[src/hdl/sacfr_pkg.sv]
// shared types and constants for the sum and add checked frame receiver
package sacfr_pkg;

	// store size default
	localparam int MaxPayloadDef = 32;

	// framing constants
	localparam logic [7:0] START_BYTE = 8'hAA;

	// result status codes
	localparam logic [1:0] ST_OK       = 2'd0;
	localparam logic [1:0] ST_BAD_SUM  = 2'd1;
	localparam logic [1:0] ST_TOO_LONG = 2'd2;

	// stream widths
	localparam int OutDataW = 40;
	localparam int OutUserW = 3;

	// finished frame record passed from front to back
	typedef struct packed {
		logic [7:0] dest;
		logic [7:0] func;
		logic [7:0] len;
		logic [1:0] status;
		logic       bank;
	} frame_desc_t;

	// payload store write request
	typedef struct packed {
		logic       we;
		logic       bank;
		logic [7:0] idx;
		logic [7:0] data;
	} store_wr_t;

endpackage

[src/hdl/sacfr_front.sv]
// front parser: hunts for start byte, checks sums, writes payload, queues frame records
module sacfr_front import sacfr_pkg::*; #(
	parameter int MAX_PAYLOAD = MaxPayloadDef
) (
	input  logic        clk,
	input  logic        arst_n,
	input  logic        in_valid,
	output logic        in_ready,
	input  logic [7:0]  rx_byte,
	input  logic        q_full,
	output logic        q_push,
	output frame_desc_t q_desc,
	output store_wr_t   st_wr
);

	localparam logic [2:0] PH_HUNT   = 3'd0;
	localparam logic [2:0] PH_DEST   = 3'd1;
	localparam logic [2:0] PH_FUNC   = 3'd2;
	localparam logic [2:0] PH_LEN    = 3'd3;
	localparam logic [2:0] PH_DATA   = 3'd4;
	localparam logic [2:0] PH_SUMCHK = 3'd5;
	localparam logic [2:0] PH_ADDCHK = 3'd6;

	localparam logic [8:0] MaxLen = 9'(MAX_PAYLOAD);

	logic [2:0] phase_q;
	logic [7:0] byte_count_q;
	logic [7:0] len_q;
	logic [7:0] dest_q;
	logic [7:0] func_q;
	logic [7:0] run_sum_q;
	logic [7:0] run_add_q;
	logic [7:0] rcv_sum_q;
	logic       wbank_q;

	logic       acc;
	logic [7:0] sum_nxt;
	logic [7:0] add_nxt;
	logic [7:0] cnt_nxt;
	logic [1:0] chk_status;

	// stall only while two finished frames are waiting
	assign in_ready = !q_full;
	assign acc      = in_valid && in_ready;

	// running sum and sum of sums
	assign sum_nxt = (phase_q == PH_HUNT) ? rx_byte : run_sum_q + rx_byte;
	assign add_nxt = (phase_q == PH_HUNT) ? rx_byte : run_add_q + sum_nxt;
	assign cnt_nxt = byte_count_q + 8'd1;

	// frame verdict on the add check byte
	always_comb begin
		if (rcv_sum_q != run_sum_q || rx_byte != run_add_q) begin
			chk_status = ST_BAD_SUM;
		end else if ({1'b0, len_q} > MaxLen) begin
			chk_status = ST_TOO_LONG;
		end else begin
			chk_status = ST_OK;
		end
	end

	// frame record and store write
	assign q_push = acc && (phase_q == PH_ADDCHK);
	always_comb begin
		q_desc.dest   = dest_q;
		q_desc.func   = func_q;
		q_desc.len    = len_q;
		q_desc.status = chk_status;
		q_desc.bank   = wbank_q;
	end

	always_comb begin
		st_wr.we   = acc && (phase_q == PH_DATA) && ({1'b0, byte_count_q} < MaxLen);
		st_wr.bank = wbank_q;
		st_wr.idx  = byte_count_q;
		st_wr.data = rx_byte;
	end

	// phase sequencer
	always_ff @(posedge clk or negedge arst_n) begin
		if (!arst_n) begin
			phase_q      <= PH_HUNT;
			byte_count_q <= '0;
			len_q        <= '0;
			dest_q       <= '0;
			func_q       <= '0;
			run_sum_q    <= '0;
			run_add_q    <= '0;
			rcv_sum_q    <= '0;
			wbank_q      <= 1'b0;
		end else if (acc) begin
			unique case (phase_q)
				PH_HUNT: begin
					if (rx_byte == START_BYTE) begin
						run_sum_q <= sum_nxt;
						run_add_q <= add_nxt;
						phase_q   <= PH_DEST;
					end
				end
				PH_DEST: begin
					dest_q    <= rx_byte;
					run_sum_q <= sum_nxt;
					run_add_q <= add_nxt;
					phase_q   <= PH_FUNC;
				end
				PH_FUNC: begin
					func_q    <= rx_byte;
					run_sum_q <= sum_nxt;
					run_add_q <= add_nxt;
					phase_q   <= PH_LEN;
				end
				PH_LEN: begin
					len_q        <= rx_byte;
					byte_count_q <= '0;
					run_sum_q    <= sum_nxt;
					run_add_q    <= add_nxt;
					phase_q      <= (rx_byte == 8'd0) ? PH_SUMCHK : PH_DATA;
				end
				PH_DATA: begin
					run_sum_q    <= sum_nxt;
					run_add_q    <= add_nxt;
					byte_count_q <= cnt_nxt;
					if (cnt_nxt >= len_q) begin
						phase_q <= PH_SUMCHK;
					end
				end
				PH_SUMCHK: begin
					rcv_sum_q <= rx_byte;
					phase_q   <= PH_ADDCHK;
				end
				PH_ADDCHK: begin
					phase_q <= PH_HUNT;
					// a good frame with data keeps its bank until drained
					if (chk_status == ST_OK && len_q != 8'd0) begin
						wbank_q <= !wbank_q;
					end
				end
				default: begin
					phase_q <= PH_HUNT;
				end
			endcase
		end
	end

endmodule

[src/hdl/sacfr_queue.sv]
// two-entry queue of finished frame records between front and back
module sacfr_queue import sacfr_pkg::*; (
	input  logic        clk,
	input  logic        arst_n,
	input  logic        push,
	input  frame_desc_t push_desc,
	output logic        full,
	input  logic        pop,
	output logic        head_valid,
	output frame_desc_t head_desc
);

	frame_desc_t ent_q [2];
	logic        wr_ptr_q;
	logic        rd_ptr_q;
	logic [1:0]  count_q;

	assign full       = (count_q == 2'd2);
	assign head_valid = (count_q != 2'd0);
	assign head_desc  = ent_q[rd_ptr_q];

	// entry storage
	always_ff @(posedge clk) begin
		if (push) begin
			ent_q[wr_ptr_q] <= push_desc;
		end
	end

	// pointers and fill count
	always_ff @(posedge clk or negedge arst_n) begin
		if (!arst_n) begin
			wr_ptr_q <= 1'b0;
			rd_ptr_q <= 1'b0;
			count_q  <= '0;
		end else begin
			if (push) begin
				wr_ptr_q <= !wr_ptr_q;
			end
			if (pop) begin
				rd_ptr_q <= !rd_ptr_q;
			end
			if (push && !pop) begin
				count_q <= count_q + 2'd1;
			end else if (pop && !push) begin
				count_q <= count_q - 2'd1;
			end
		end
	end

	// no overflow, no underflow, pointers agree with count
	a_no_push_full: assert property (@(posedge clk) disable iff (!arst_n)
		push |-> !full) else $error("push into full queue");
	a_no_pop_empty: assert property (@(posedge clk) disable iff (!arst_n)
		pop |-> head_valid) else $error("pop from empty queue");
	a_count_ptrs: assert property (@(posedge clk) disable iff (!arst_n)
		(count_q == 2'd1) |-> (wr_ptr_q != rd_ptr_q))
		else $error("queue pointers disagree with count");

endmodule

[src/hdl/sacfr_back.sv]
// back end: payload store and result sequencer feeding the output register
module sacfr_back import sacfr_pkg::*; #(
	parameter int MAX_PAYLOAD = MaxPayloadDef
) (
	input  logic        clk,
	input  logic        arst_n,
	input  store_wr_t   st_wr,
	input  logic        head_valid,
	input  frame_desc_t head_desc,
	output logic        pop,
	output logic        out_valid,
	input  logic        out_ready,
	output logic [7:0]  dest_addr,
	output logic [7:0]  func_id,
	output logic [7:0]  frame_length,
	output logic [4:0]  byte_index,
	output logic [7:0]  payload_byte,
	output logic        has_byte,
	output logic [1:0]  status,
	output logic        last
);

	localparam int IdxW  = (MAX_PAYLOAD > 1) ? $clog2(MAX_PAYLOAD) : 1;
	localparam int Depth = 2 * (1 << IdxW);

	// two banks of payload bytes
	logic [7:0] mem [Depth];

	logic [IdxW-1:0] rd_idx_q;
	logic            issue;
	logic            data_kind;
	logic            item_last;

	logic            pend_s1;
	logic [7:0]      rdata_s1;
	frame_desc_t     desc_s1;
	logic [IdxW-1:0] idx_s1;
	logic            has_s1;
	logic            last_s1;

	logic            out_valid_q;

	// a frame with data only when checks passed and length is nonzero
	assign data_kind = (head_desc.status == ST_OK) && (head_desc.len != 8'd0);
	assign item_last = !data_kind || ((8'(rd_idx_q) + 8'd1) == head_desc.len);
	assign issue     = head_valid && !pend_s1 && (!out_valid_q || out_ready);
	assign pop       = issue && item_last;

	// store write from front, registered read for back
	always_ff @(posedge clk) begin
		if (st_wr.we) begin
			mem[{st_wr.bank, st_wr.idx[IdxW-1:0]}] <= st_wr.data;
		end
		rdata_s1 <= mem[{head_desc.bank, rd_idx_q}];
	end

	// item metadata alongside the store read
	always_ff @(posedge clk) begin
		if (issue) begin
			desc_s1 <= head_desc;
			idx_s1  <= rd_idx_q;
			has_s1  <= data_kind;
			last_s1 <= item_last;
		end
	end

	// read sequencer
	always_ff @(posedge clk or negedge arst_n) begin
		if (!arst_n) begin
			rd_idx_q <= '0;
			pend_s1  <= 1'b0;
		end else begin
			pend_s1 <= issue;
			if (issue) begin
				rd_idx_q <= item_last ? '0 : rd_idx_q + 1'b1;
			end
		end
	end

	// output register
	always_ff @(posedge clk or negedge arst_n) begin
		if (!arst_n) begin
			out_valid_q <= 1'b0;
		end else if (pend_s1) begin
			out_valid_q <= 1'b1;
		end else if (out_ready) begin
			out_valid_q <= 1'b0;
		end
	end

	always_ff @(posedge clk) begin
		if (pend_s1) begin
			dest_addr    <= desc_s1.dest;
			func_id      <= desc_s1.func;
			frame_length <= desc_s1.len;
			byte_index   <= has_s1 ? 5'(idx_s1) : 5'd0;
			payload_byte <= has_s1 ? rdata_s1 : 8'd0;
			has_byte     <= has_s1;
			status       <= desc_s1.status;
			last         <= last_s1;
		end
	end

	assign out_valid = out_valid_q;

	// loading never overwrites an unaccepted result
	a_no_overwrite: assert property (@(posedge clk) disable iff (!arst_n)
		pend_s1 |-> !out_valid_q) else $error("result overwritten");
	a_one_in_flight: assert property (@(posedge clk) disable iff (!arst_n)
		issue |=> !issue) else $error("back issued twice in a row");
	a_error_is_last: assert property (@(posedge clk) disable iff (!arst_n)
		(out_valid_q && status != ST_OK) |-> (last && !has_byte))
		else $error("error result not single");

endmodule

[src/hdl/sum_add_checked_frame_receiver.sv]
// top level of the sum and add checked frame receiver
// Takes one received serial byte per request on s_axis and emits decoded frames on m_axis.
// The front parser accepts a byte every cycle; it holds s_axis_tready low only while two
// finished frames wait for the back end. Each good frame comes out as one result per payload
// byte (last marked), a zero-length frame as one empty result, and a frame with a bad check
// or a length above MAX_PAYLOAD as one status result. The back end starts the next result
// only once the previous one has left the registered read of the double-banked payload store
// for the output register. There is no clearing pass after reset.
module sum_add_checked_frame_receiver import sacfr_pkg::*; #(
	parameter int MAX_PAYLOAD = MaxPayloadDef
) (
	input  logic                clk,
	input  logic                arst_n,
	input  logic                s_axis_tvalid,
	output logic                s_axis_tready,
	input  logic [7:0]          s_axis_tdata,   // rx_byte[7:0]
	output logic                m_axis_tvalid,
	input  logic                m_axis_tready,
	// dest_addr[7:0], func_id[15:8], frame_length[23:16], byte_index[28:24],
	// payload_byte[36:29], zero fill[39:37]
	output logic [OutDataW-1:0] m_axis_tdata,
	output logic [OutUserW-1:0] m_axis_tuser,   // has_byte[0], status[2:1]
	output logic                m_axis_tlast
);

	logic        q_full;
	logic        q_push;
	frame_desc_t q_desc;
	logic        q_pop;
	logic        head_valid;
	frame_desc_t head_desc;
	store_wr_t   st_wr;

	logic [7:0] dest_addr;
	logic [7:0] func_id;
	logic [7:0] frame_length;
	logic [4:0] byte_index;
	logic [7:0] payload_byte;
	logic       has_byte;
	logic [1:0] status;

	sacfr_front #(.MAX_PAYLOAD(MAX_PAYLOAD)) u_front (
		.clk      (clk),
		.arst_n   (arst_n),
		.in_valid (s_axis_tvalid),
		.in_ready (s_axis_tready),
		.rx_byte  (s_axis_tdata),
		.q_full   (q_full),
		.q_push   (q_push),
		.q_desc   (q_desc),
		.st_wr    (st_wr)
	);

	sacfr_queue u_queue (
		.clk        (clk),
		.arst_n     (arst_n),
		.push       (q_push),
		.push_desc  (q_desc),
		.full       (q_full),
		.pop        (q_pop),
		.head_valid (head_valid),
		.head_desc  (head_desc)
	);

	sacfr_back #(.MAX_PAYLOAD(MAX_PAYLOAD)) u_back (
		.clk          (clk),
		.arst_n       (arst_n),
		.st_wr        (st_wr),
		.head_valid   (head_valid),
		.head_desc    (head_desc),
		.pop          (q_pop),
		.out_valid    (m_axis_tvalid),
		.out_ready    (m_axis_tready),
		.dest_addr    (dest_addr),
		.func_id      (func_id),
		.frame_length (frame_length),
		.byte_index   (byte_index),
		.payload_byte (payload_byte),
		.has_byte     (has_byte),
		.status       (status),
		.last         (m_axis_tlast)
	);

	// pack result fields
	assign m_axis_tdata = {3'b000, payload_byte, byte_index, frame_length, func_id, dest_addr};
	assign m_axis_tuser = {status, has_byte};

endmodule

[config.mk]
export PLATFORM = sky130hd
export DESIGN_NAME = sum_add_checked_frame_receiver
export DESIGN_NICKNAME = d
export VERILOG_FILES = /design/src/hdl/sacfr_pkg.sv /design/src/hdl/sacfr_front.sv /design/src/hdl/sacfr_queue.sv /design/src/hdl/sacfr_back.sv /design/src/hdl/sum_add_checked_frame_receiver.sv
export SDC_FILE = /design/constraint.sdc
export NUM_CORES = 1
export LEC_CHECK = 0
export ABC_AREA = 1
export BUFFER_PORTS_ARGS = -buffer_cell sky130_fd_sc_hd__buf_2
export CORE_AREA = 2 2 220 222
export DETAILED_ROUTE_END_ITERATION = 12
export DIE_AREA = 0 0 222 224
export GPL_ROUTABILITY_DRIVEN = 0
export PLACE_DENSITY = 0.78
export SLEW_MARGIN = 5
export SYNTH_ARGS = -nofsm -noshare
export SYNTH_HDL_FRONTEND = slang
export SYNTH_SLANG_ARGS = --single-unit
[constraint.sdc]
create_clock -name clk -period 4.6 [get_ports clk]
set_clock_uncertainty 0.2 [all_clocks]
set_input_delay 0.92 -clock clk [delete_from_list [all_inputs] [get_ports clk]]
set_output_delay 0.92 -clock clk [all_outputs]
set_load 0.01 [all_outputs]
* After elaboration in Yosys (flattened, before gate mapping)
Memories as Yosys holds them, arrays and structs flattened. A register that Yosys moved wholly into a read port is not among the register bits.
Index checks and enable logic that the tools add are counted.
** Operators by class
- Div/mod/pow operators :: 0
- Equality and inequality tests :: 13
- Muxes and demuxes :: 22
- $mul :: 0
- Bitwise logic cells :: 0
- Reduce and logical (&&, ||, !) cells :: 43
- Shifts and indexed selects :: 0
- Add/sub/neg operators :: 7
- Magnitude comparators :: 3
** Operator list (number)
- 8-bit one-hot mux with 2 select lines :: 3
- 8-bit two-way mux :: 4
- 3-bit one-hot mux with 6 select lines :: 1
- 8-bit adder :: 2
- 8-bit inequality test :: 2
- 8-bit nonzero test :: 2
- 1-bit logical AND :: 11
- 2-bit AND reduction :: 5
- 2-bit nonzero test :: 5
- 3-bit equality test, second input constant :: 3
- 1-bit logical NOT :: 9
- 3-bit AND reduction :: 3
- 8-bit by 1-bit adder with 8-bit output, second input constant :: 1
- 8-bit equality test :: 1
- 8-bit equality test, second input constant :: 1
- 8-bit >= comparator :: 1
- 8-bit by 6-bit greater-than comparator with 1-bit output, second input constant :: 1
- 8-bit logical NOT :: 1
- 8-bit by 6-bit less-than comparator with 1-bit output, second input constant :: 1
- 2-bit two-way mux :: 4
- 1-bit two-way mux :: 7
- 5-bit by 1-bit adder with 6-bit output, second input constant :: 1
- 3-bit by 2-bit equality test with 1-bit output, second input constant :: 2
- 3-bit two-way mux :: 2
- 11 further kinds :: 15
** Storage, ports and cells
- Input port bits :: 12
- Bits in registers :: 145
- Word-level logic and storage cells :: 120
- Bits in writable memories :: 566
- Latch bits :: 0
- Memory bits (read-only) :: 0
- Memories kept :: 2
** Memory list
- u_back.mem :: depth 64, width 8, rd ports 1, clocked after memory_dff 1, write ports 1, RTL line sacfr_back.sv:27 : logic [7:0] mem [Depth];
- u_queue.ent_q :: depth 2, width 27, rd ports 1, clocked after memory_dff 0, write ports 1, RTL line sacfr_queue.sv:13 : frame_desc_t ent_q [2];

* Longest topological paths before layout
An unclocked memory read counts as a cell.
- Depth after elaboration :: 9
- Mapped depth :: 19

* By module
From an unflattened synthesis, not the netlist that was laid out.
** Second synthesis, totals
- Cells, all modules :: 2570
- Area, all modules :: 30111.4 um^2
** Modules (own cells, without submodules)
- sacfr_back :: times used 1, sequential area each 17932.2 um^2, cells an instance 1989, area each 24100.6 um^2
- sacfr_front :: times used 1, sequential area each 1501.4 um^2, cells an instance 467, area each 3722.3 um^2
- sacfr_queue :: times used 1, sequential area each 1721.7 um^2, cells an instance 109, area each 2254.7 um^2
- sum_add_checked_frame_receiver :: times used 1, sequential area each 0.0 um^2, cells an instance 5, area each 33.8 um^2

* Worst setup path before layout
No wires, ideal clock.
- Path kind :: input -> register
- Start :: in s_axis_tdata[0]
- End :: reg u_front.run_add_q[7]
- Arrival time :: 3.132 ns
- Stages on the path :: 18
- Buffers on the path :: 0
- Path slack :: 1.191 ns
- Required time :: 4.323 ns
- Setup time :: 0.077 ns
- Cell sequence :: ha_1 fa_1 nand3_1 nand2_1 nand2_1 nand2_1 a21oi_1 inv_1 o21ai_0 o21ai_0 ha_1 a21oi_1 o21ai_0 a21oi_1 inv_1 nand3_1 nand3_1 a21oi_1
** Between the ends
- Word-level cells in the longest chain between the ends :: 6
- Elaborated cells between the ends (all ways) :: 9
- Those cells by class :: 2 x add/sub; 2 x eq/ne; 4 x mux; 1 x reduce/logical
** RTL lines
- from (decl) :: RTL line sum_add_checked_frame_receiver.sv:16 : input logic [7:0] s_axis_tdata,
- 8-bit adder * :: RTL line sacfr_front.sv:47 : assign sum_nxt = (phase_q == PH_HUNT) ? rx_byte : run_sum_q + rx_byte;
- 8-bit two-way mux * :: RTL line sacfr_front.sv:47
- net u_front.sum_nxt[6] :: RTL line sacfr_front.sv:37 : logic [7:0] sum_nxt;
- 8-bit adder * :: RTL line sacfr_front.sv:48 : assign add_nxt = (phase_q == PH_HUNT) ? rx_byte : run_add_q + sum_nxt;
- 8-bit two-way mux * :: RTL line sacfr_front.sv:48
- 8-bit two-way mux :: RTL line sacfr_front.sv:94 : if (rx_byte == START_BYTE) begin
- 8-bit one-hot mux with 2 select lines * :: RTL line sacfr_front.sv:92 : unique case (phase_q)
- to (signal assigned) :: RTL line sacfr_front.sv:96 : run_add_q <= add_nxt;
- to (signal assigned) :: RTL line sacfr_front.sv:103 : run_add_q <= add_nxt;
- to (signal assigned) :: RTL line sacfr_front.sv:109 : run_add_q <= add_nxt;
- to (decl) :: RTL line sacfr_front.sv:32 : logic [7:0] run_add_q;
Mark *: on every way through the listed nets, which the timed path passes. The rest lies on a longest branch. The select of a mux whose other input is x is not followed.
A chain may end at the register's enable or synchronous reset.

==> metrics.txt <==
outcome finished clean; Clk pin slew, worst setup/hold paths 0.06 ns; area of the multi-input gates 6907 sq um; RR Endpoint u_queue.count_q[1]; IO Count 58; GR Util All Layers 27.84%; Syn. warnings 0; post-synthesis mux area share 0.06886%; Avg Synthesized Cell Area 12.99 sq um; initial antenna violation count 0; Hold Path Depth 0; Ant. Diodes 0; Seq/Total Area, Yosys 72.77%; busiest grt layer met2; post-DP HPWL 41,050 um; CTS H-Tree Depth 3; post_cts resized 0; Power Total 18.89 mW; number of global-route vias before repair 18,036; worst-path fanout max 29; DRT Wirelength 68,800 um; Static Leak 11.12 nW; Post-synth ARST share 9.875%; clk root buf clkbuf_16; synthesized instance count 2,238; crit-path cells inv_2 -> nand2_1 -> nand2_1 -> xor2_1 -> nor3_2 -> nand4_1 -> nand2_2 -> nand2_2 -> ha_1 -> a21oi_1 -> o21ai_0 -> xor2_1; Worst path depth 12; Finish-stage setup viols 0; Bufs and invs on worst path 1; RSZ-0062 raised after global routing false; number of synthesized flops with an enable pin 640; cell with the largest stage delay on the worst path dfrtp_1; share of layout cells above drive strength 1 9.608%; worst vdd ir 630.4 uV; critical path class register to register; Die Y 224 um; Worst slew margin 33.37%; drt drc 0; routed length per instance 23.43 um; Hold Buf Count CTS 0; Fmax 0.2825 GHz; number of distinct library cells after synthesis 47; first-pass GRT wire length 104,600 um; Simple-Gate Fraction of Synth Area 9.916%; Reg2Reg Setup Slack 1.06 ns; Hold Crit Class register to register; TNS Setup 0 ns; vias per cell 6.321; Pins Over Slew Limit 0; crit path to u_queue.count_q[1]; Top FF cell, synth edfxtp_1; Critical Path RT 4.89 ns; GR Util met3 5.522%; Post-DRT Antenna Nets 0; Die X 222 um; fill count 3,159; PD cells 591.4 nW/um^2; crit path DAT 3.83 ns; dominant cells by area after synthesis edfxtp_1, dfrtp_1, o21ai_0; DR pass1 iterations 6; synthesized cell area 29,070 sq um; nets 2,304; met1 Use GR 37.40%; Sink Count 719; Layout Area Growth over Synthesis 9.872%; core area 47,350 sq um; Inserted Clock Buffers 69; total grt overflow 0; CTS tree done; Hold Vio Cnt, Final 0; crit path time final 3.540 ns; Initial Util 61.41%; Synth area leader edfxtp_1; Row Count 80; top cell type's share of synthesized area 66.10%; list of most frequent post-synthesis cells edfxtp_1, nor2_1, o21ai_0; Synth Area in Compound Gates 11.35%; CTS Buffer Depth 3; final worst-path cycle share 76.95%; Reg-to-Reg Start u_queue.rd_ptr_q; Reg area 21,170 sq um; total setup buffers inserted after CTS 0; Reg2Reg Depth 12; post-synthesis adder-cell area fraction 1.257%; port bufs 54; CP Launch Point u_queue.rd_ptr_q; Worst path max stage delay 0.99 ns; vias after detailed routing 18,558; DIE AREA 49,730 sq um; CP endpoint kind register; max_cap viols 0; most frequent cell after synthesis edfxtp_1; Initial DRC Count 2,425; Worst-Margin Slew 0.9995 ns; Top Family by Delay on Critical Path flip-flops; later-pin clock latency in the skew report 0.61 ns; startpoint types register; met2 Track Usage GR 45.43%; XOR/XNOR Fraction of Synth Area 1.085%; largest family of logic cells by synthesized area compound AO/OA/AOI/OAI gates; pin count of the biggest net entering global routing 181; Seq cells post-synth 719
final cells by class:
class	count	share of cell area, %
clock buffer	93	5.985
clock inverter	35	0.9244
inverter	86	1.034
multi-input combinational	1302	21.62
sequential	719	66.26
tap	615	2.409
timing repair buffer	86	1.763
kinds of logic (layout without fill, tap and decap cells):
logic type	Yosys count	count (layout)
AND/OR/NAND/NOR	684	684
flip-flops	719	719
adder cells (fa/ha/maj)	28	28
XOR/XNOR	36	36
buffers and inverters	219	300
other	1	3
multiplexers	2	2
AO/OA/AOI/OAI	549	549
worst min path at each step:
stage,startpoint,endpoint
floorplan,u_back.desc_s1[19],u_back.dest_addr[0]
global placement,u_back.desc_s1[15],u_back.func_id[4]
detailed placement,u_back.desc_s1[24],u_back.dest_addr[5]
CTS,u_back.desc_s1[12],u_back.func_id[1]
global route,u_back.desc_s1[20],u_back.dest_addr[1]
finish,u_back.desc_s1[12],u_back.func_id[1]
registers in the layout, summed over array words and instances (netlist names), 8 cells and up:
signal                count
u_front.run_add_q         8
u_front.byte_count_q      8
u_front.dest_q            8
u_front.rcv_sum_q         8
u_back.desc_s1           26
u_back.dest_addr          8
u_front.run_sum_q         8
u_back.payload_byte       8
u_back.frame_length       8
u_back.rdata_s1           8
u_queue.ent_q            54
u_front.func_q            8
u_back.mem              512
u_back.func_id            8
u_front.len_q             8
through the flow:
stage | util, % | setup WS, ns | cell area, sq um | hold slack, ns | cells
2_1_floorplan | - | 1.191 | 29080 | 0.2003 | 2240
3_3_place_gp | 62.81 | 0.7615 | 29740 | 0.2024 | 2808
3_5_place_dp | 62.81 | 0.7675 | 29740 | 0.2052 | 2808
4_1_cts | 67.47 | 1.140 | 31940 | 0.2184 | 2936
5_1_grt | 67.47 | 0.7811 | 31940 | 0.2241 | 2936
6_report | 67.47 | 1.060 | 31940 | 0.2188 | 2936
cell usage in the layout (no fill, tap or decap), drive strengths merged, types with 64 or more instances in the layout:
cell type    n
o211ai      64
nor2       342
clkbuf      93
edfxtp     640
o22ai       72
o21ai      314
buf         86
inv         87
o221ai      65
nand2      227
dfrtp       71
nand3       92
metal layers:
metal | vias to the layer above | wire [um]
met4 | 0 | 2312
li1 | 8282 | -
met3 | 164 | 6955
met5 | - | 0
met1 | 9065 | 26180
met2 | 1047 | 33350
power breakdown:
part	leakage, nW	internal [mW]	total (mW)	switching, mW
Combinational	3.29	1.49	4.79	3.30
Clock	1.08	3.16	5.55	2.39
Sequential	6.75	7.99	8.55	0.556
Total	11.1	12.6	18.9	6.25
Power figures use the tool's default switching activity.
